**config.mk**
```make
export PLATFORM = sky130hd
export DESIGN_NAME = tilt_gesture_detector
export DESIGN_NICKNAME = d
export VERILOG_FILES = /design/src/design/tgd_pkg.sv /design/src/design/tgd_ram.sv /design/src/design/tilt_gesture_detector.sv
export VERILOG_INCLUDE_DIRS = /design/src /design/src/design
export SDC_FILE = /design/constraint.sdc
export NUM_CORES = 1
export LEC_CHECK = 0
export BUFFER_PORTS_ARGS = -buffer_cell sky130_fd_sc_hd__buf_2
export CORE_AREA = 3 3 195 197
export CTS_BUF_LIST = sky130_fd_sc_hd__clkbuf_16
export CTS_CLUSTER_DIAMETER = 200
export DETAILED_ROUTE_END_ITERATION = 8
export DIE_AREA = 0 0 198 200
export RECOVER_POWER = 50
export SYNTH_ARGS = -nofsm -noshare
export SYNTH_HDL_FRONTEND = slang
export SYNTH_SLANG_ARGS = --single-unit
```
**constraint.sdc**
```tcl
create_clock -name clk -period 7.4 [get_ports clk]
set_input_delay 0.74 -clock clk [delete_from_list [all_inputs] [get_ports clk]]
set_output_delay 0.74 -clock clk [all_outputs]
set_load 0.01 [all_outputs]
```
**src/design/tilt_gesture_detector_defines.svh**
```systemverilog
// ---------------------------------------------------------------------------
// Tilt gesture detector assertion macros
// Shared property wrappers for the tilt gesture detector RTL.
// ---------------------------------------------------------------------------
`ifndef TILT_GESTURE_DETECTOR_DEFINES_SVH
`define TILT_GESTURE_DETECTOR_DEFINES_SVH

// Same-cycle implication, disabled during reset
`define TGD_ASSERT_NOW(label, ante, cons, msg) \
  label: assert property (@(posedge clk) disable iff (rst) (ante) |-> (cons)) \
    else $error(msg);

// Next-cycle implication, disabled during reset
`define TGD_ASSERT_NEXT(label, ante, cons, msg) \
  label: assert property (@(posedge clk) disable iff (rst) (ante) |=> (cons)) \
    else $error(msg);

`endif

```
**src/design/tgd_pkg.sv**
```systemverilog
// ---------------------------------------------------------------------------
// Tilt gesture detector package
// Widths, codes, state types and the change classifier.
// ---------------------------------------------------------------------------
`default_nettype none

package tgd_pkg;

  // History ring geometry
  localparam int HISTORY_DEPTH = 20;
  localparam int HIST_AW       = $clog2(HISTORY_DEPTH);
  localparam int STEP_W        = $clog2(HISTORY_DEPTH + 1);
  localparam int DUR_W         = $clog2(HISTORY_DEPTH + 2);
  localparam int WS_W          = STEP_W + 1;
  localparam int SUM_W         = $clog2(3 * HISTORY_DEPTH);

  // Field widths
  localparam int ANGLE_W    = 13;
  localparam int LEVEL_W    = 10;
  localparam int TICKS_W    = 5;
  localparam int CLASS_W    = 3;
  localparam int GESTURE_W  = 2;
  localparam int DIFF_W     = 16;
  localparam int CFG_IDX_W  = 2;
  localparam int CFG_DATA_W = 10;
  localparam int CMP_W      = (DUR_W > TICKS_W) ? DUR_W : TICKS_W;

  // Heading seam handling, 1/16 degree
  localparam logic [ANGLE_W-1:0]       SEAM_LOW  = 13'd1440;
  localparam logic [ANGLE_W-1:0]       SEAM_HIGH = 13'd4320;
  localparam logic signed [DIFF_W-1:0] FULL_TURN = 16'sd5760;

  // Register reset values
  localparam logic [LEVEL_W-1:0] JITTER_RST = 10'd32;
  localparam logic [LEVEL_W-1:0] CHANGE_RST = 10'd64;
  localparam logic [LEVEL_W-1:0] FAST_RST   = 10'd96;
  localparam logic [TICKS_W-1:0] RETURN_RST = 5'd4;

  // Register indexes
  localparam logic [CFG_IDX_W-1:0] REG_JITTER = 2'd0;
  localparam logic [CFG_IDX_W-1:0] REG_CHANGE = 2'd1;
  localparam logic [CFG_IDX_W-1:0] REG_FAST   = 2'd2;
  localparam logic [CFG_IDX_W-1:0] REG_RETURN = 2'd3;

  // Change classes
  localparam logic [CLASS_W-1:0] CLS_STABLE     = 3'd0;
  localparam logic [CLASS_W-1:0] CLS_JITTER     = 3'd1;
  localparam logic [CLASS_W-1:0] CLS_RAISE      = 3'd2;
  localparam logic [CLASS_W-1:0] CLS_RAISE_FAST = 3'd3;
  localparam logic [CLASS_W-1:0] CLS_FALL       = 3'd4;
  localparam logic [CLASS_W-1:0] CLS_FALL_FAST  = 3'd5;

  // Gesture codes
  localparam logic [GESTURE_W-1:0] GEST_NONE = 2'd0;
  localparam logic [GESTURE_W-1:0] GEST_POS  = 2'd1;
  localparam logic [GESTURE_W-1:0] GEST_NEG  = 2'd2;

  // Walk start markers
  localparam logic signed [WS_W-1:0] WS_MINUS1 = WS_W'(-1);
  localparam logic signed [WS_W-1:0] WS_MINUS2 = WS_W'(-2);
  localparam logic signed [WS_W-1:0] WS_DEPTH  = WS_W'(HISTORY_DEPTH);

  typedef enum logic [1:0] {
    S_IDLE,
    S_SETUP,
    S_WALK,
    S_FINISH
  } ctrl_state_t;

  typedef enum logic [3:0] {
    G_IDLE,
    G_BEGIN,
    G_POS_MOVE,
    G_PEAK,
    G_FALLBACK,
    G_POS_HIT,
    G_NEG_MOVE,
    G_TROUGH,
    G_RISEBACK,
    G_NEG_HIT
  } gest_state_t;

  // Class one axis change against the three levels
  function automatic logic [CLASS_W-1:0] classify(
    input logic signed [DIFF_W-1:0] d,
    input logic [LEVEL_W-1:0]       jit,
    input logic [LEVEL_W-1:0]       chg,
    input logic [LEVEL_W-1:0]       fst
  );
    logic signed [DIFF_W-1:0] mag;
    logic signed [DIFF_W-1:0] jit_s;
    logic signed [DIFF_W-1:0] chg_s;
    logic signed [DIFF_W-1:0] fst_s;
    logic [CLASS_W-1:0]       c;
    mag   = d[DIFF_W-1] ? -d : d;
    jit_s = $signed({{(DIFF_W-LEVEL_W){1'b0}}, jit});
    chg_s = $signed({{(DIFF_W-LEVEL_W){1'b0}}, chg});
    fst_s = $signed({{(DIFF_W-LEVEL_W){1'b0}}, fst});
    c = (d > chg_s) ? CLS_RAISE : CLS_JITTER;
    if (mag < jit_s) c = CLS_STABLE;
    if (d < -chg_s) c = CLS_FALL;
    if (mag > fst_s) c = c + CLASS_W'(1);
    return c;
  endfunction

endpackage

`default_nettype wire

```
**src/design/tgd_ram.sv**
```systemverilog
// ---------------------------------------------------------------------------
// Generic single-port-write RAM
// One write port and one read port, read data registered.
// ---------------------------------------------------------------------------
`default_nettype none

module tgd_ram #(
  parameter int WIDTH = 8,
  parameter int DEPTH = 16
) (
  input  logic                     clk,
  input  logic                     we,
  input  logic [$clog2(DEPTH)-1:0] waddr,
  input  logic [WIDTH-1:0]         wdata,
  input  logic [$clog2(DEPTH)-1:0] raddr,
  output logic [WIDTH-1:0]         rdata
);

  logic [WIDTH-1:0] mem [DEPTH];

  // Write, then register the read
  always_ff @(posedge clk) begin
    if (we) begin
      mem[waddr] <= wdata;
    end
    rdata <= mem[raddr];
  end

endmodule

`default_nettype wire

```
**src/design/tilt_gesture_detector.sv**
```systemverilog
// Sequence: an accepted sample passes S_IDLE -> S_FINISH -> output register without
//   detection; with detection S_SETUP, then S_WALK over N = 1 .. HISTORY_DEPTH + 1
//   history entries, then S_FINISH. A new sample is taken only back in S_IDLE.
//   The walk reads one history entry per cycle; S_FINISH holds while the output stalls.
// Reset: configuration and control registers to defaults, history valid bits cleared
//   (entries read as stable), RAM contents left as they are.
// ---------------------------------------------------------------------------
// Tilt gesture detector
// Classes orientation changes, logs pitch classes in a RAM ring and walks
// them through a gesture state machine.
// ---------------------------------------------------------------------------
`default_nettype none

`include "tilt_gesture_detector_defines.svh"

module tilt_gesture_detector
  import tgd_pkg::*;
(
  input  logic                        clk,
  input  logic                        rst,
  // configuration
  input  logic                        cfg_we,
  input  logic [CFG_IDX_W-1:0]        cfg_index,
  input  logic [CFG_DATA_W-1:0]       cfg_data,
  // input channel
  input  logic                        in_valid,
  output logic                        in_ready,
  input  logic signed [ANGLE_W-1:0]   roll_angle,
  input  logic signed [ANGLE_W-1:0]   pitch_angle,
  input  logic [ANGLE_W-1:0]          heading_angle,
  input  logic                        detect_enable,
  input  logic                        clear_history,
  // output channel
  output logic                        out_valid,
  input  logic                        out_ready,
  output logic [CLASS_W-1:0]          roll_class,
  output logic [CLASS_W-1:0]          pitch_class,
  output logic [CLASS_W-1:0]          yaw_class,
  output logic [GESTURE_W-1:0]        gesture
);

  // Configuration registers
  logic [LEVEL_W-1:0] jitter_level;
  logic [LEVEL_W-1:0] change_level;
  logic [LEVEL_W-1:0] fast_level;
  logic [TICKS_W-1:0] min_return_ticks;

  // Control
  ctrl_state_t state;
  ctrl_state_t state_next;
  logic        in_fire;
  logic        out_load;
  logic        walk_last;

  // Sample state
  logic signed [ANGLE_W-1:0] prev_roll;
  logic signed [ANGLE_W-1:0] prev_pitch;
  logic [ANGLE_W-1:0]        prev_heading;
  logic [CLASS_W-1:0]        cls_roll;
  logic [CLASS_W-1:0]        cls_pitch;
  logic [CLASS_W-1:0]        cls_yaw;
  logic                      clr_req;
  logic [GESTURE_W-1:0]      gest_code;

  // History ring
  logic [HIST_AW-1:0]        hist_ptr;
  logic [HIST_AW-1:0]        ptr_inc;
  logic [HISTORY_DEPTH-1:0]  hist_valid;
  logic [HIST_AW-1:0]        ram_raddr;
  logic [CLASS_W-1:0]        ram_rdata;

  // Walk
  gest_state_t               gst;
  gest_state_t               gst_next;
  logic signed [WS_W-1:0]    walk_start;
  logic signed [WS_W-1:0]    ws_next;
  logic signed [WS_W-1:0]    ws_fin;
  logic [STEP_W-1:0]         step;
  logic [STEP_W-1:0]         step_init;
  logic [DUR_W-1:0]          dur;
  logic [DUR_W-1:0]          dur_next;
  logic [HIST_AW-1:0]        rd_addr;
  logic [HIST_AW-1:0]        addr_inc;
  logic [HIST_AW-1:0]        start_addr;
  logic [SUM_W-1:0]          start_sum;
  logic [CLASS_W-1:0]        p;
  logic                      stop;

  // Classifier datapath
  logic signed [DIFF_W-1:0]  roll_d;
  logic signed [DIFF_W-1:0]  pitch_d;
  logic signed [DIFF_W-1:0]  yaw_d;
  logic signed [DIFF_W-1:0]  head_cur;
  logic signed [DIFF_W-1:0]  head_prev;

  // Write configuration registers
  always_ff @(posedge clk) begin
    if (rst) begin
      jitter_level     <= JITTER_RST;
      change_level     <= CHANGE_RST;
      fast_level       <= FAST_RST;
      min_return_ticks <= RETURN_RST;
    end else if (cfg_we) begin
      case (cfg_index)
        REG_JITTER: jitter_level     <= cfg_data;
        REG_CHANGE: change_level     <= cfg_data;
        REG_FAST:   fast_level       <= cfg_data;
        REG_RETURN: min_return_ticks <= cfg_data[TICKS_W-1:0];
        default: ;
      endcase
    end
  end

  // Unwrap heading at the seam and form the three changes
  always_comb begin
    head_cur  = $signed({{(DIFF_W-ANGLE_W){1'b0}}, heading_angle});
    head_prev = $signed({{(DIFF_W-ANGLE_W){1'b0}}, prev_heading});
    if (heading_angle < SEAM_LOW && prev_heading > SEAM_HIGH) begin
      head_prev = head_prev - FULL_TURN;
    end else if (heading_angle > SEAM_HIGH && prev_heading < SEAM_LOW) begin
      head_prev = head_prev + FULL_TURN;
    end
    roll_d  = $signed({{(DIFF_W-ANGLE_W){roll_angle[ANGLE_W-1]}}, roll_angle})
            - $signed({{(DIFF_W-ANGLE_W){prev_roll[ANGLE_W-1]}}, prev_roll});
    pitch_d = $signed({{(DIFF_W-ANGLE_W){pitch_angle[ANGLE_W-1]}}, pitch_angle})
            - $signed({{(DIFF_W-ANGLE_W){prev_pitch[ANGLE_W-1]}}, prev_pitch});
    yaw_d   = head_cur - head_prev;
  end

  // Ring pointer and walk address arithmetic
  always_comb begin
    ptr_inc  = (hist_ptr == HIST_AW'(HISTORY_DEPTH - 1)) ? '0 : hist_ptr + HIST_AW'(1);
    addr_inc = (rd_addr == HIST_AW'(HISTORY_DEPTH - 1)) ? '0 : rd_addr + HIST_AW'(1);
    step_init = walk_start[WS_W-1] ? '0 : walk_start[STEP_W-1:0];
    // entry (ptr - 1 - step) modulo depth
    start_sum = SUM_W'(hist_ptr) + SUM_W'(2 * HISTORY_DEPTH - 1) - SUM_W'(step_init);
    if (start_sum >= SUM_W'(2 * HISTORY_DEPTH)) begin
      start_sum = start_sum - SUM_W'(2 * HISTORY_DEPTH);
    end else if (start_sum >= SUM_W'(HISTORY_DEPTH)) begin
      start_sum = start_sum - SUM_W'(HISTORY_DEPTH);
    end
    start_addr = start_sum[HIST_AW-1:0];
    ram_raddr  = (state == S_SETUP) ? start_addr : addr_inc;
  end

  // Pitch class history, one entry per sample
  tgd_ram #(
    .WIDTH (CLASS_W),
    .DEPTH (HISTORY_DEPTH)
  ) u_hist_ram (
    .clk   (clk),
    .we    (in_fire),
    .waddr (ptr_inc),
    .wdata (classify(pitch_d, jitter_level, change_level, fast_level)),
    .raddr (ram_raddr),
    .rdata (ram_rdata)
  );

  // Evaluate one history entry in the gesture machine
  always_comb begin
    p = (step == STEP_W'(HISTORY_DEPTH) || !hist_valid[rd_addr]) ? CLS_STABLE : ram_rdata;
    gst_next = gst;
    ws_next  = walk_start;
    dur_next = dur + DUR_W'(1);
    stop     = 1'b0;
    case (gst)
      G_IDLE: begin
        if (p != CLS_STABLE) begin
          stop    = 1'b1;
          ws_next = WS_MINUS2;
        end else begin
          gst_next = G_BEGIN;
          ws_next  = WS_MINUS1;
        end
      end
      G_BEGIN: begin
        if (p == CLS_RAISE) begin
          gst_next = G_POS_MOVE;
          ws_next  = $signed({1'b0, step});
        end else if (p == CLS_FALL) begin
          gst_next = G_NEG_MOVE;
          ws_next  = $signed({1'b0, step});
        end else begin
          ws_next = WS_MINUS1;
        end
        dur_next = '0;
      end
      G_NEG_MOVE: begin
        if (p inside {CLS_STABLE, CLS_JITTER, CLS_RAISE, CLS_RAISE_FAST}) gst_next = G_TROUGH;
      end
      G_POS_MOVE: begin
        if (p inside {CLS_STABLE, CLS_JITTER, CLS_FALL, CLS_FALL_FAST}) gst_next = G_PEAK;
      end
      G_PEAK: begin
        if (p == CLS_FALL) gst_next = G_FALLBACK;
      end
      G_TROUGH: begin
        if (p == CLS_RAISE) gst_next = G_RISEBACK;
      end
      G_RISEBACK, G_FALLBACK: begin
        if (p == CLS_STABLE) begin
          if (CMP_W'(dur_next) > CMP_W'(min_return_ticks)) begin
            gst_next = (gst == G_FALLBACK) ? G_POS_HIT : G_NEG_HIT;
          end
          stop    = 1'b1;
          ws_next = WS_MINUS2;
        end
      end
      default: begin
        gst_next = G_IDLE;
        stop     = 1'b1;
      end
    endcase
    walk_last = stop || (step == '0);
    ws_fin    = (ws_next < WS_DEPTH) ? ws_next + WS_W'(1) : WS_MINUS1;
  end

  // Control state register
  always_ff @(posedge clk) begin
    if (rst) begin
      state <= S_IDLE;
    end else begin
      state <= state_next;
    end
  end

  // Next state and handshake strobes
  always_comb begin
    state_next = state;
    in_ready   = 1'b0;
    out_load   = 1'b0;
    case (state)
      S_IDLE: begin
        in_ready = 1'b1;
        if (in_valid) state_next = detect_enable ? S_SETUP : S_FINISH;
      end
      S_SETUP: begin
        state_next = S_WALK;
      end
      S_WALK: begin
        if (walk_last) state_next = S_FINISH;
      end
      S_FINISH: begin
        out_load = !out_valid || out_ready;
        if (out_load) state_next = S_IDLE;
      end
      default: begin
        state_next = S_IDLE;
      end
    endcase
  end

  assign in_fire = in_valid && in_ready;

  // Ring pointer, valid bits, walk start and previous sample
  always_ff @(posedge clk) begin
    if (rst) begin
      hist_ptr   <= '0;
      hist_valid <= '0;
      walk_start <= '0;
      prev_roll    <= '0;
      prev_pitch   <= '0;
      prev_heading <= '0;
    end else begin
      if (in_fire) begin
        hist_ptr            <= ptr_inc;
        hist_valid[ptr_inc] <= 1'b1;
        prev_roll           <= roll_angle;
        prev_pitch          <= pitch_angle;
        prev_heading        <= heading_angle;
      end
      if (state == S_SETUP && walk_start[WS_W-1]) begin
        walk_start <= '0;
      end
      if (state == S_WALK) begin
        walk_start <= walk_last ? ws_fin : ws_next;
      end
      // drop history after a hit or on request
      if (out_load && (clr_req || gest_code != GEST_NONE)) begin
        hist_ptr   <= '0;
        hist_valid <= '0;
      end
    end
  end

  // Capture sample results and advance the walk
  always_ff @(posedge clk) begin
    if (in_fire) begin
      cls_roll  <= classify(roll_d, jitter_level, change_level, fast_level);
      cls_pitch <= classify(pitch_d, jitter_level, change_level, fast_level);
      cls_yaw   <= classify(yaw_d, jitter_level, change_level, fast_level);
      clr_req   <= clear_history;
      gest_code <= GEST_NONE;
    end
    if (state == S_SETUP) begin
      gst     <= walk_start[WS_W-1] ? G_IDLE : G_BEGIN;
      step    <= step_init;
      dur     <= '0;
      rd_addr <= start_addr;
    end
    if (state == S_WALK) begin
      gst     <= gst_next;
      step    <= step - STEP_W'(1);
      dur     <= dur_next;
      rd_addr <= addr_inc;
      if (walk_last) begin
        gest_code <= (gst_next == G_POS_HIT) ? GEST_POS :
                     (gst_next == G_NEG_HIT) ? GEST_NEG : GEST_NONE;
      end
    end
  end

  // Output register, holds while stalled
  always_ff @(posedge clk) begin
    if (rst) begin
      out_valid <= 1'b0;
    end else if (out_load) begin
      out_valid <= 1'b1;
    end else if (out_ready) begin
      out_valid <= 1'b0;
    end
  end

  always_ff @(posedge clk) begin
    if (out_load) begin
      roll_class  <= cls_roll;
      pitch_class <= cls_pitch;
      yaw_class   <= cls_yaw;
      gesture     <= gest_code;
    end
  end

  `TGD_ASSERT_NEXT(a_hit_clears, out_load && gest_code != GEST_NONE, hist_valid == '0 && hist_ptr == '0, "history not cleared after gesture")
  `TGD_ASSERT_NEXT(a_walk_steps, state == S_WALK && !walk_last, state == S_WALK && step == $past(step) - STEP_W'(1), "walk did not step back by one")
  `TGD_ASSERT_NOW(a_start_range, state == S_IDLE, walk_start >= WS_MINUS1 && walk_start <= WS_DEPTH, "walk start out of range")
  `TGD_ASSERT_NOW(a_gest_code, out_valid, gesture == GEST_NONE || gesture == GEST_POS || gesture == GEST_NEG, "bad gesture code")

endmodule

`default_nettype wire
```
Word level (Yosys, flattened, before mapping) --
Memory sizes are Yosys's and may differ from the RTL's. A register that Yosys moved wholly into a read port is not among the register bits. Cells that the tools add are included.
Word-level totals: bits in writable memories 60, register bits after elaboration 150, word-level logic and storage cells 211, memories 1, input bits 58, output and inout port bits 13
Cells by class: order comparisons 23, $add $sub $neg 22, multiplexer cells 81, bitwise operators 1, equal/unequal tests 26, reduce and logical (&&, ||, !) cells 32
Memory list:
- u_hist_ram.mem | depth 20, bits a word 3, read ports 1, clocked after Yosys merged registers in 1, write ports 1, RTL line tgd_ram.sv:19 | logic [WIDTH-1:0] mem [DEPTH];
Operators by type and width (number):
- $mux W5 | 13
- $gt A16 B11 Y1 | 4
- $mux W16 | 4
- $lt A16 B11 Y1 | 3
- $mux W4 | 12
- $mux W6 | 7
- $mux W3 | 11
- $lt A14 B16 Y1 | 2
- $neg A14 Y16 | 2
- $mux W2 | 15
- $gt A14 B11 Y1 | 2
- $pmux W4 S7 | 1
- $sub A13 B13 Y14 | 2
- $gt A13 B13 Y1 const B | 2
- $lt A13 B11 Y1 const B | 2
- $or A20 B20 Y20 | 1
- $pmux W6 S3 | 1
- $eq A4 B3 Y1 const B | 4
- $lt A16 B16 Y1 | 1
- $neg A10 Y16 | 1
- $neg A16 Y16 | 1
- $sub A14 B16 Y16 | 1
- $add A5 B1 Y5 const B | 3
- $eq A5 B5 Y1 const B | 3
- 44 further kinds | 87

Logic depth before layout (Yosys ltp) --
Gate-level depths: netlist of run 1.
depth in word-level cells 14, gate-level depth with buffers 30, gate-level depth less buffers 30

Modules after synthesis --
A second synthesis of run 1 with hierarchy kept.
Unflattened totals: cells, all modules 1810, area total of the unflattened synthesis 16245.6 µm²
By module, submodules not included:
- tilt_gesture_detector | cells an instance 1677, instances 1, area each 13700.6 µm², sequential area each 3403.3 µm²
- tgd_ram | cells an instance 133, instances 1, area each 2544.9 µm², sequential area each 1861.8 µm²

Worst setup path after synthesis of run 1 --
No wires, ideal clock.
path kind input port to flip-flop, start input heading_angle[1], end register cls_yaw[1] (data pin), stages on the path 22, library setup time 0.266 ns, path buffers 0, required time 7.134 ns, setup slack 1.456 ns, arrival time 5.678 ns, path through or4_1 o2111ai_1 nand2_1 nand4_1 nand2_1 xnor2_1 ha_1 o21ai_0 o21ba_1 or3_2 o311ai_1 ha_1 a21o_1 a21oi_1 nor2_1 a2111oi_0 or2_2 o32a_1 nor2_1 ha_1 o21ai_0 o31ai_1
Between the ends: cells in the longest elaborated chain, start to end 13, elaborated cells on any way between the ends 19, classes of those cells add/sub (3); order compare (6); mux (8); reduce/logical (2)
Ends and longest elaborated chain:
- from (decl) | RTL line tilt_gesture_detector.sv:30 | input logic [ANGLE_W-1:0] heading_angle,
- $gt A13 B13 Y1 | RTL line tilt_gesture_detector.sv:120 | end else if (heading_angle > SEAM_HIGH && prev_heading < SEAM_LOW) begin
- $logic_and A1 B1 Y1 | RTL line tilt_gesture_detector.sv:120
- $mux W14 | RTL line tilt_gesture_detector.sv:120
- $mux W16 | RTL line tilt_gesture_detector.sv:118 | if (heading_angle < SEAM_LOW && prev_heading > SEAM_HIGH) begin
- $sub A14 B16 Y16 * | RTL line tilt_gesture_detector.sv:127 | yaw_d = head_cur - head_prev;
- $neg A16 Y16 | RTL line tgd_pkg.sv:95 | mag = d[DIFF_W-1] ? -d : d;
- $mux W16 | RTL line tgd_pkg.sv:95
- $lt A16 B11 Y1 | RTL line tgd_pkg.sv:100 | if (mag < jit_s) c = CLS_STABLE;
- $mux W2 | RTL line tgd_pkg.sv:100
- $mux W3 | RTL line tgd_pkg.sv:101 | if (d < -chg_s) c = CLS_FALL;
- $mux W3 | RTL line tilt_gesture_detector.sv:288 | if (in_fire) begin
- $add A3 B1 Y3 | RTL line tgd_pkg.sv:102 | if (mag > fst_s) c = c + CLASS_W'(1);
- $mux W3 * | RTL line tgd_pkg.sv:102
- to (signal assigned) | RTL line tilt_gesture_detector.sv:291 | cls_yaw <= classify(yaw_d, jitter_level, change_level, fast_level);
- to (decl) | RTL line tilt_gesture_detector.sv:61 | logic [CLASS_W-1:0] cls_yaw;
Every way passes the cells marked *; elsewhere a longest branch is shown, timed or not. The select of a mux whose other input is x is not followed. A chain may end at the register's enable or synchronous reset.

Worst setup path after layout of run 1 --
Ends and elaborated chain as after synthesis.

==> results of run 1 <==
==> state kept, by name (all words and copies together), names as in the netlist, 4 cells and up <==
name and cells:
hist_valid 20, hist_ptr 5, prev_pitch 13, min_return_ticks 5, u_hist_ram.mem 60, jitter_level 10, dur 5, rd_addr 5
prev_heading 13, walk_start 6, change_level 10, fast_level 10, step 5, prev_roll 13, gst 4
==> path summary, 6_finish.rpt <==
kind	end	depth (start not counted)
hold / removal	clr_req	1
setup reg to reg	cls_yaw[1]	25
setup / recovery	cls_yaw[1]	30
hold reg to reg	pitch_class[0]	0
==> where the power goes <==
part / switching, mW / internal (mW) / leakage [nW]
sequential: 0.197 / 1.57 / 1.84
combinational: 2.36 / 1.59 / 4.98
clock: 0.510 / 0.685 / 0.422
==> cell families after synthesis <==
kind of cell,Yosys count,synth area share (%)
multiplexers,64,4.957
flip-flops,213,32.39
XOR/XNOR,64,3.448
AND/OR/NAND/NOR,596,17.50
adder cells (fa/ha/maj),217,16.87
buffers and inverters,181,4.249
AO/OA/AOI/OAI,507,20.59
==> cell usage after synthesis (all sizes together), types with 12 or more instances <==
master / instances / area (µm²)
a211oi: 19 / 142.6
dfxtp: 113 / 2262
nand4: 20 / 125.1
nor3: 34 / 186.4
a21o: 35 / 262.8
or3: 14 / 88.84
and2: 13 / 81.33
nand3: 38 / 190.2
inv: 127 / 476.7
ha: 212 / 2653
xor2: 15 / 131.4
mux2: 12 / 135.1
nor2: 164 / 615.6
nand2b: 23 / 143.9
o211ai: 20 / 155.1
edfxtp: 100 / 3003
clkbuf: 41 / 153.9
xnor2: 49 / 429.2
nand2: 195 / 732.0
a22oi: 12 / 90.09
nor2b: 28 / 175.2
mux2i: 40 / 400.4
o21ai: 87 / 435.4
a21oi: 139 / 695.7
o21a: 55 / 412.9
a31oi: 21 / 131.4
o31ai: 13 / 97.59
mux4: 12 / 270.3
==> worst reg2reg max path, cell delays in order, from the launching register on <==
cell and delay (ps):
dfxtp_1 490, nor4bb_1 320, a21oi_1 120, o211ai_2 390
o21ai_0 190, xnor2_1 150, ha_1 390, a211o_1 340
o31ai_1 500, o21ai_1 310, inv_2 210, nand2_1 80
o21ai_0 130, ha_1 290, a21boi_0 120, o21a_1 180
o21ai_0 140, nand2b_1 70, a21oi_1 150, o21ai_0 120
a31oi_1 300, nor2b_1 230, nor3_1 70, ha_1 300
o21ai_0 70, o31ai_1 90
==> through the flow <==
| stage | total power, mW | hold slack (ps) |
|---|---|---|
| floorplan | 4.676 | 400.3 |
| global placement | 5.619 | 408.7 |
| detailed placement | 5.700 | 404.5 |
| CTS | 6.940 | 350.1 |
| global route | 7.520 | 363.5 |
| finish | 6.904 | 378.2 |
==> final cells by class <==
cell class | count | area (µm²)
Sequential cell | 213 | 5265
Timing Repair Buffer | 82 | 412.9
Multi-Input combinational cell | 1448 | 10300
Clock buffer | 25 | 625.6
Inverter | 130 | 488.0
Tap cell | 468 | 585.6
Clock inverter | 21 | 158.9
Fill cell | 3553 | 18590
==> routing by layer <==
| layer | vias up | global-route usage [%] | part of all wire [%] |
|---|---|---|---|
| li1 | 6870 | - | - |
| met1 | 6419 | 27.52 | 44 |
| met2 | 277 | 38.53 | 49 |
| met3 | 79 | 2.048 | 3.5 |
| met4 | 0 | 7.287 | 3.4 |
| met5 | - | 0 | 0 |
==> flow_summary.yaml, run 1 <==
route:
  vias: 13645
  post_drt_wl_per_cell_um: 18.04
  wirelength_mm: 43.05
  via_per_inst: 5.716
  drt_iter0_markers: 912
  drcViolationCount: 0
  ant_nets: 0
  drt_first_pass_iters: 6
cts:
  clk_path_buf_depth: 3
  clk_latency_ps: 560
  cts-root-buf: "clkbuf_16"
  cts_hold_buffers: 0
  cts_buffers: 25
  htreeDepth: 1
  cts_sinks: 213
  cts_tree: "built"
  post_cts_buffers: 0
  cts_resized: 0
  cts.clk_slew.worst_paths_ps: 60
synth:
  syn-cell-area_um2: 16260
  syn_nets: 2116
  yosysWarnings: 0
  synth-seq-area-share_pct: 32.39
  syn_area_per_cell_um2: 8.825
  synth_edf_count: 100
  syn-instance-count: 1842
  synth-seq-cells: 213
  async_reset_ff_share_pct: 0
  ys.flop_type: "dfxtp_1"
  synth_cell_types: 88
finish:
  final_common_cell: "ha_1"
  final_area_um2: 17840
  layoutNonFillerInstCount: 2387
  n_antenna_cell: 0
  final_cell_mix: "ha_1, nand2_1, nor2_1, a21oi_1, inv_1"
  drive_above_1_share_pct: 7.660
  final_nets: 2174
  post-route-util_pct: 48.97
  syn_to_final_growth_pct: 9.752
setup_path:
  crit_top_cell: "o21ai_0"
  startpoint: "heading_angle[1]"
  critPathTopFamily: "compound AO/OA/AOI/OAI gates"
  cp_num_buf_inv: 3
  cp-start-kind: "input pin"
  path_max_fanout: 8
  max_stage_delay_ps: 540
  timing.reg2reg.setup_slack_ps: 1380
  r2r-start: "prev_heading[7]"
  cp_slowest_cell: "or4_1"
  required_ps: 7680
  path_class: "input pin to flip-flop"
  cp.arrival_ps: 6380
  cp-end-kind: "flip-flop"
placed_design:
  place_congestion: 0.8915
  numPlacedInstances: 2341
  dpl_cell_area_um2: 17090
  place_ws_ps: 869.8
  port_buffers: 70
  post-dp-hpwl_mm: 32.90
floorplan:
  ios: 71
  fp-row-count: 70
  die-area_um2: 39600
  start_util_pct: 44.62
  core_um2: 36430
  die_h_um: 200
  fp.dieW_um: 198
timing:
  grt_setup_unrepaired: "false"
  fin_worst_skew_ps: 29.44
  fin_crit_ps: 6096
  worst_slack_ps: 1304
  drv_slew: 177
  setup_viol: 0
  worstMarginPinSlew_ps: 4193
  setup_tns_ps: 0
  clock.fmax_mhz: 164.1
  hold_viol: 0
  maxSlewHeadroom_pct: -179.5
  layout_worst_path_cycle_share_pct: 82.37
global_routing:
  grt_antenna_before_repair: 0
  gr-total-overflow: 0
  track_usage_pct: 21.57
  grt_max_degree: 85
  grt_pass1_vias: 13062
  grt_pass1_wl_mm: 68.97
hold_path:
  hp-class: "input pin to flip-flop"
  min_from: "clear_history"
job:
  cap_violations: 4
pwr:
  p_leak_nw: 7.240
  ir_worst_vdd_mv: 0.1915
  powerDensity_nw_per_um2: 387.0
run_status:
  violations: "max-capacitance violations, max-slew violations"
  outcome: "finished, violations left"
Power figures use the tool's default switching activity.
==> run 2: changes to the inputs <==
==> constraint.sdc (replaced) <==
create_clock -name clk -period 5 [get_ports clk]
set_input_delay 0.5 -clock clk [delete_from_list [all_inputs] [get_ports clk]]
set_output_delay 0.5 -clock clk [all_outputs]
set_load 0.01 [all_outputs]
==> flow_summary.yaml, run 2 (synthesis gave the netlist of run 1 again) <==
finish:
  post-route-util_pct: 54.30
  syn_to_final_growth_pct: 21.71
  final_common_cell: "ha_1"
  n_antenna_cell: 0
  largest_register_ffs: 60
  multi_input_area_um2: 10750
  fill_cells: 3425
  seqCellArea_um2: 5270
  max_flop_register: "u_hist_ram.mem"
  drive_above_1_share_pct: 19.54
  reg.largest.list: "u_hist_ram.mem x60, hist_valid x20"
  final_nets: 2374
  final_cell_mix: "ha_1, buf_4, nand2_1, nor2_1, a21oi_1"
setup_path:
  max_stage_delay_ps: 550
  cp_slowest_cell: "or4_4"
  cp-end-kind: "flip-flop"
  startpoint: "prev_heading[10]"
  cp.arrival_ps: 5310
  ff2ff_path_depth: 24
  required_ps: 5300
  crit_chain: "or4_4, o211ai_4, buf_6, o21ai_2, xnor2_1, ha_1, a211o_1, o31ai_4, o21ai_4, inv_2, buf_6, o21ai_1, xnor2_2, buf_4, ha_1, a21o_1, a21oi_1, o21ai_1, a31oi_2, nor2b_4, nor3_2, ha_2, o21ai_1, o31ai_1"
  path_class: "flip-flop to flip-flop"
  timing.reg2reg.setup_slack_ps: -10
  cp-start-kind: "flip-flop"
  r2r-start: "prev_heading[10]"
  crit_top_cell: "o21ai_1"
  path_max_fanout: 6
placed_design:
  post-dp-hpwl_mm: 35.12
  port_buffers: 70
  place_congestion: 0.9015
route:
  vias: 14642
  drcViolationCount: 0
  wirelength_mm: 46.76
  drt_first_pass_iters: 5
  post_drt_wl_per_cell_um: 18.07
  drt_iter0_markers: 901
  via_per_inst: 5.660
  ant_nets: 0
timing:
  worstMarginPinSlew_ps: 2189
  layout_worst_path_cycle_share_pct: 100.2
  fin_crit_ps: 5010
  setup_viol: 1
  drv_slew: 140
  worst_slack_ps: -10.19
  timing.hold.ws_ps: 118.8
  clock.fmax_mhz: 199.6
  setup_tns_ps: -10.19
  hold_viol: 0
  grt_setup_unrepaired: "true"
  fin_worst_skew_ps: 17.10
  maxSlewHeadroom_pct: -45.93
global_routing:
  grt_pass1_wl_mm: 72.37
  gr-total-overflow: 0
  track_usage_pct: 22.59
  grt_antenna_before_repair: 0
  grt_max_degree: 47
  grt_pass1_vias: 13880
floorplan:
  start_util_pct: 44.62
  die_h_um: 200
  fp-row-count: 70
  ios: 71
  core_um2: 36430
  fp.dieW_um: 198
  die-area_um2: 39600
cts:
  cts-root-buf: "clkbuf_16"
  cts.clk_slew.worst_paths_ps: 70
  cts_hold_buffers: 0
  htreeDepth: 1
  cts_tree: "built"
  clk_path_buf_depth: 3
  clk_latency_ps: 560
  cts_buffers: 25
  cts_sinks: 213
pwr:
  powerDensity_nw_per_um2: 579.0
  ir_worst_vdd_mv: 0.2891
  power_mw: 11.45
  p_leak_nw: 8.280
job:
  cap_violations: 4
run_status:
  outcome: "finished, violations left"
  violations: "max-capacitance violations, max-slew violations, negative setup slack"
hold_path:
  min_from: "clear_history"
  hp-class: "input pin to flip-flop"
  min_path_cells: 1
## run 2: worst max-delay path, delay by kind of cell (launching register included)
family / cells / cell delay, ps
fa+ha+maj: 3 / 820
simple gates: 3 / 780
flops: 1 / 310
xor+xnor: 2 / 330
compound gates: 12 / 1980
buf+inv: 4 / 540
## run 2: timing repair
item	CTS	global route
gates cloned	1	3
pin swaps	21	30
gates resized for setup	23	63
setup buffers	9	12
endpoints found under the setup margin	24	68
## run 2: worst paths after layout
kind,to
worst min register to register,yaw_class[0]
worst max-delay path,cls_yaw[1]
worst max register to register,cls_yaw[1]
worst min-delay path,clr_req
## run 2: stage by stage
step / instance area (µm²) / instances / setup WS (ps)
after global routing: 19790 / 2587 / -243.6
after floorplan: 16370 / 1842 / -153.6
after CTS: 19470 / 2575 / 4.129
final: 19790 / 2587 / -10.19
after detailed placement: 18560 / 2519 / -656.3
after global placement: 18560 / 2519 / -533.9
## run 2: final cells by class
cell class / instances / area share, %
Clock inverter: 20 / 0.5249
Sequential cell: 213 / 26.64
Multi-Input combinational cell: 1452 / 54.34
Inverter: 130 / 2.466
Clock buffer: 26 / 3.288
Tap cell: 468 / 2.960
Timing Repair Buffer: 278 / 9.783
## run 2: power breakdown
| part | leakage [nW] | total, mW | switching, mW | internal [mW] |
|---|---|---|---|---|
| logic | 6.05 | 7.15 | 3.95 | 3.20 |
| registers | 1.84 | 2.60 | 0.286 | 2.32 |
| clock network | 0.390 | 1.71 | 0.764 | 0.942 |
## run 2: per-layer routing
layer	track usage, %	wire length, µm	vias up
met5	0	0	-
met4	6.894	1464	0
met3	2.635	1783	82
met2	40.57	23170	328
met1	28.66	20330	6954
li1	-	-	7278
